--- config.mk ---
export PLATFORM = sky130hd
export DESIGN_NAME = apsp_cell
export DESIGN_NICKNAME = d
export VERILOG_FILES = /design/src/sv/apsp_pkg.sv /design/src/sv/apsp_cell.sv
export SDC_FILE = /design/constraint.sdc
export NUM_CORES = 1
export LEC_CHECK = 0
export CAP_MARGIN = 20
export CORE_MARGIN = 3
export CORE_UTILIZATION = 60
export DETAILED_ROUTE_END_ITERATION = 7
export DONT_BUFFER_PORTS = 1
export PLACE_DENSITY = 0.77
export RECOVER_POWER = 100
export SLEW_MARGIN = 20
export SYNTH_ARGS = -nofsm -noshare
export SYNTH_HDL_FRONTEND = slang
export SYNTH_SLANG_ARGS = --single-unit
--- constraint.sdc ---
create_clock -name i_clk -period 1.46 [get_ports i_clk]
set_input_delay 0.146 -clock i_clk [delete_from_list [all_inputs] [get_ports i_clk]]
set_output_delay 0.146 -clock i_clk [all_outputs]
set_load 0.02 [all_outputs]
--- src/sv/apsp_pkg.sv ---
// Shared types and constants of the all-pairs shortest path engine.
`default_nettype none
package apsp_pkg;
    localparam int MaxNodes = 32;
    localparam int NodeW    = $clog2(MaxNodes);
    localparam int AddrW    = 2 * NodeW;
    localparam int DistW    = 22;
    localparam int CountW   = 6;
    localparam int WeightW  = 17;
    localparam logic [DistW-1:0] DistInf = {DistW{1'b1}};

    typedef enum logic [1:0] {
        CMD_WRITE = 2'd0,
        CMD_SOLVE = 2'd1,
        CMD_READ  = 2'd2,
        CMD_NONE  = 2'd3
    } t_cmd;

    typedef enum logic [2:0] {
        ST_IDLE,
        ST_LOAD,
        ST_FETCH,
        ST_ROW,
        ST_DRAIN
    } t_state;

    typedef enum logic [2:0] {
        RD_NONE,
        RD_CMD,
        RD_PIVOT,
        RD_IK,
        RD_ELEM
    } t_rd_kind;

    typedef struct packed {
        logic shift;
        logic is_tail;
    } t_cell_ctl;

    // Sum of two distances that saturates at the infinity code.
    function automatic logic [DistW-1:0] sat_add(input logic [DistW-1:0] a,
                                                 input logic [DistW-1:0] b);
        logic [DistW:0] s;
        s = {1'b0, a} + {1'b0, b};
        if (a == DistInf || b == DistInf || s >= {1'b0, DistInf}) begin
            return DistInf;
        end
        return s[DistW-1:0];
    endfunction
endpackage
`default_nettype wire

--- src/sv/apsp_cell.sv ---
// One cell of the pivot-row chain: holds one distance and shifts it onwards.
`default_nettype none
module apsp_cell (
    input  wire logic                        i_clk,
    input  wire apsp_pkg::t_cell_ctl         i_ctl,
    input  wire logic [apsp_pkg::DistW-1:0]  i_next,
    input  wire logic [apsp_pkg::DistW-1:0]  i_tail,
    output logic      [apsp_pkg::DistW-1:0]  o_value
);
    import apsp_pkg::*;

    logic [DistW-1:0] r_value;
    logic [DistW-1:0] n_value;

    // The last cell in use takes the tail input; the others take their neighbour.
    always_comb begin
        n_value = r_value;
        if (i_ctl.shift) begin
            n_value = i_ctl.is_tail ? i_tail : i_next;
        end
    end

    always_ff @(posedge i_clk) begin
        r_value <= n_value;
    end

    assign o_value = r_value;
endmodule
`default_nettype wire

Word-level counts from Yosys, hierarchy flattened
Cells that the tools add are included.
{"block": "op_classes", "mux": 1}
{"cell": "$mux 22", "count": 1}
{"block": "word_totals", "ff_bits": 22, "inputBits": 47, "output_inout_bits": 22}

Longest topological paths before layout
{"block": "depth", "word_depth": 1, "mapped_depth": 2}

Worst setup path after synthesis
No wires, ideal clock.
{"block": "synth_timing", "kind": "input to register", "start": "input i_ctl[0] (netlist bit)", "end": "register r_value[0] (netlist: o_value[0]), data pin", "setup_ps": 260, "t_arrival_ps": 577, "required_ps": 1200, "path_slack_ps": 624, "path_stages": 2, "n_path_buf": 1, "path_cell_list": "buf_6 mux2_2"}
{"block": "synth_between", "elab_chain_cells": 1}
{"element": "start, declared", "line": "apsp_cell.sv:5", "rtl": "input wire apsp_pkg::t_cell_ctl i_ctl,"}
{"element": "$mux 22", "line": "apsp_cell.sv:19", "rtl": "n_value = i_ctl.is_tail ? i_tail : i_next;"}
{"element": "end signal, assigned", "line": "apsp_cell.sv:24", "rtl": "r_value <= n_value;"}
{"element": "end, declared", "line": "apsp_cell.sv:12", "rtl": "logic [DistW-1:0] r_value;"}
Every way passes these cells.
A chain may end at the register's enable or synchronous reset.

Worst setup path in the final report
{"block": "layout_timing", "start": "input i_ctl[1] (netlist bit)", "end": "register r_value[0] (netlist: o_value[0]), enable pin"}
No word-level cell between the ends.

==> out/results.ini <==
[logic_synthesis]
synth_commonest_cells=22 x edfxtp_1, 22 x mux2_2, 2 x buf_6
ys.warnings.count=0
yosysUniqueCellTypes=3
synth-edff-count=22
async_reset_ff_share_pct=0
yosysTopAreaCell=edfxtp_1
synth_area_sq_um=931
synth_top_cell_area_share_pct=71.0
synth_nets=93
yosysSeqAreaShare_pct=71.0
synthTopCellsByArea=edfxtp_1 71%, mux2_2 27%, buf_6 2.4%
synth_flop_cell=edfxtp_1
syn_inst=46
ys_ff_latch=22
avgSynthCellArea_sq_um=20.2

[cts]
post_cts_resized=0
clk_pin_slew_ns=0.11
cts_sinks=22
postCtsSetupBuffers=0
h-tree-depth=1
clockBufferDepth=2
cts_tree=built
cts_buffers=3
clockRootBuffer=clkbuf_4

[min_path]
holdCritPathClass=in -> reg
whs_endpoint=o_value[4]
hold_depth=1
min_from=i_next[4]

[setup_path]
cpMaxStageDelayCell=dlygate4sd3_1
cp_num_buf_inv=1
cp_cell_sequence=dlygate4sd3_1
max_stage_delay_ns=1.12
cp_data_required_time_ns=1.38
crit_path_end_kind=flip-flop
cp.arrival_ns=1.27
worstSetupPathType=in -> reg
cp-start-kind=input pin
cp_top_family=buffers and inverters
cp_max_fo=22

[timing]
max_slew_margin_pct=40.8
setup_ws_ns=0.112
hold_viol=0
fin_crit_ns=1.35
rsz0062_at_grt=false
finalCritPeriodShare_pct=92.3
worst-slew-pin-transition_ns=0.885
clock.fmax_mhz=742
setup-violations-final=0
drv_slew=0
setup_tns_ns=0
whs_ns=0.0716

[power_and_ir_drop]
power.density_mw_per_mm2=1230
ir_worst_vdd_mv=0.693
p_leak_nw=0.320
power_mw=1.18

[detailed_routing]
via_count=432
drcViolationCount=0
dr.first_iter.drc_count=8
viasPerCell=6.86
ant_nets=0
drtPass1Iterations=4
wl_mm=1.58
wl_per_cell_microns=25.1

[global_routing]
grt_pass1_vias=455
grt_max_degree=23
antenna_found_initial=0
track_usage_pct=16.8
gr-total-overflow=0
grt_pass1_wl_mm=2.26

[finish]
diodes=0
largest_register_ffs=22
fin_util_pct=69.4
layout.cells.non_filler=63
drive_gt1_share_pct=52.1
multiInputGateArea_sq_um=248
nets=97
area.growth.synth_to_final_pct=3.09
fillerInstances=84
fin_area_sq_um=960
ff_latch_area_sq_um=661

[placement]
place_congestion=0.755
dp_cells=59
dp_slack_ns=0.730
placed_cell_area_sq_um=927
placement.io_buffers=0

[floorplan]
placementRows=13
ios=69
die_area_sq_mm=0.00206
die_h_microns=45.4
die_w_microns=45.4
coreArea_sq_mm=0.00138
initial_utilization_pct=67.3

[status]
outcome=finished, final reports clean

[job]
cap_violations=0

-- cells by family (layout without fill, tap and decap cells) --
family	count (synthesis)	count (layout)	synth area share, %
multiplexers	22	22	26.6
flip-flops	22	22	71.0
buffers and inverters	2	4	2.42
-- per-layer routing --
| layer | wire length [microns] | global-route usage [%] | part of all wire (%) | up-vias |
|---|---|---|---|---|
| met5 | 0 | 0 | 0 | - |
| li1 | - | - | - | 186 |
| met2 | 979 | 30.6 | 62 | 35 |
| met3 | 118 | 7.91 | 7.5 | 4 |
| met4 | 21 | 6.43 | 1.3 | 0 |
| met1 | 459 | 15.7 | 29 | 207 |
-- worst max path at each step --
| stage | startpoint | endpoint | cells past startpoint |
|---|---|---|---|
| after floorplan | i_ctl[0] | o_value[0] | 2 |
| after global placement | i_ctl[0] | o_value[17] | 1 |
| after detailed placement | i_ctl[0] | o_value[0] | 1 |
| after CTS | i_ctl[1] | o_value[21] | 1 |
| after global routing | i_ctl[1] | o_value[12] | 1 |
| final | i_ctl[1] | o_value[0] | 1 |
-- what timing repair did --
action	CTS	global route
endpoints found under the setup margin	0	0
hold buffers	1	0
hold endpoints to repair	22	0
-- layout by cell type, fill, tap and decap left out --
cell           synthesis  final
clkbuf_4               0      3
dlygate4sd3_1          0      1
edfxtp_1              22     22
mux2_2                22     22
-- power breakdown --
| group | internal, mW | switching [mW] | leakage [nW] |
|---|---|---|---|
| registers | 0.769 | 0.0921 | 0.215 |
| logic | 0.0457 | 0.0237 | 0.0904 |
| clock network | 0.0958 | 0.151 | 0.0138 |
| total | 0.910 | 0.266 | 0.320 |
-- cell type report --
| type | instances | share of cell area [%] |
|---|---|---|
| Sequential cell | 22 | 68.8 |
| Multi-Input combinational cell | 22 | 25.8 |
| Clock buffer | 3 | 2.35 |
| Tap cell | 15 | 1.96 |
| Timing Repair Buffer | 1 | 1.04 |
No activity file was read; power rests on OpenSTA's default activity.
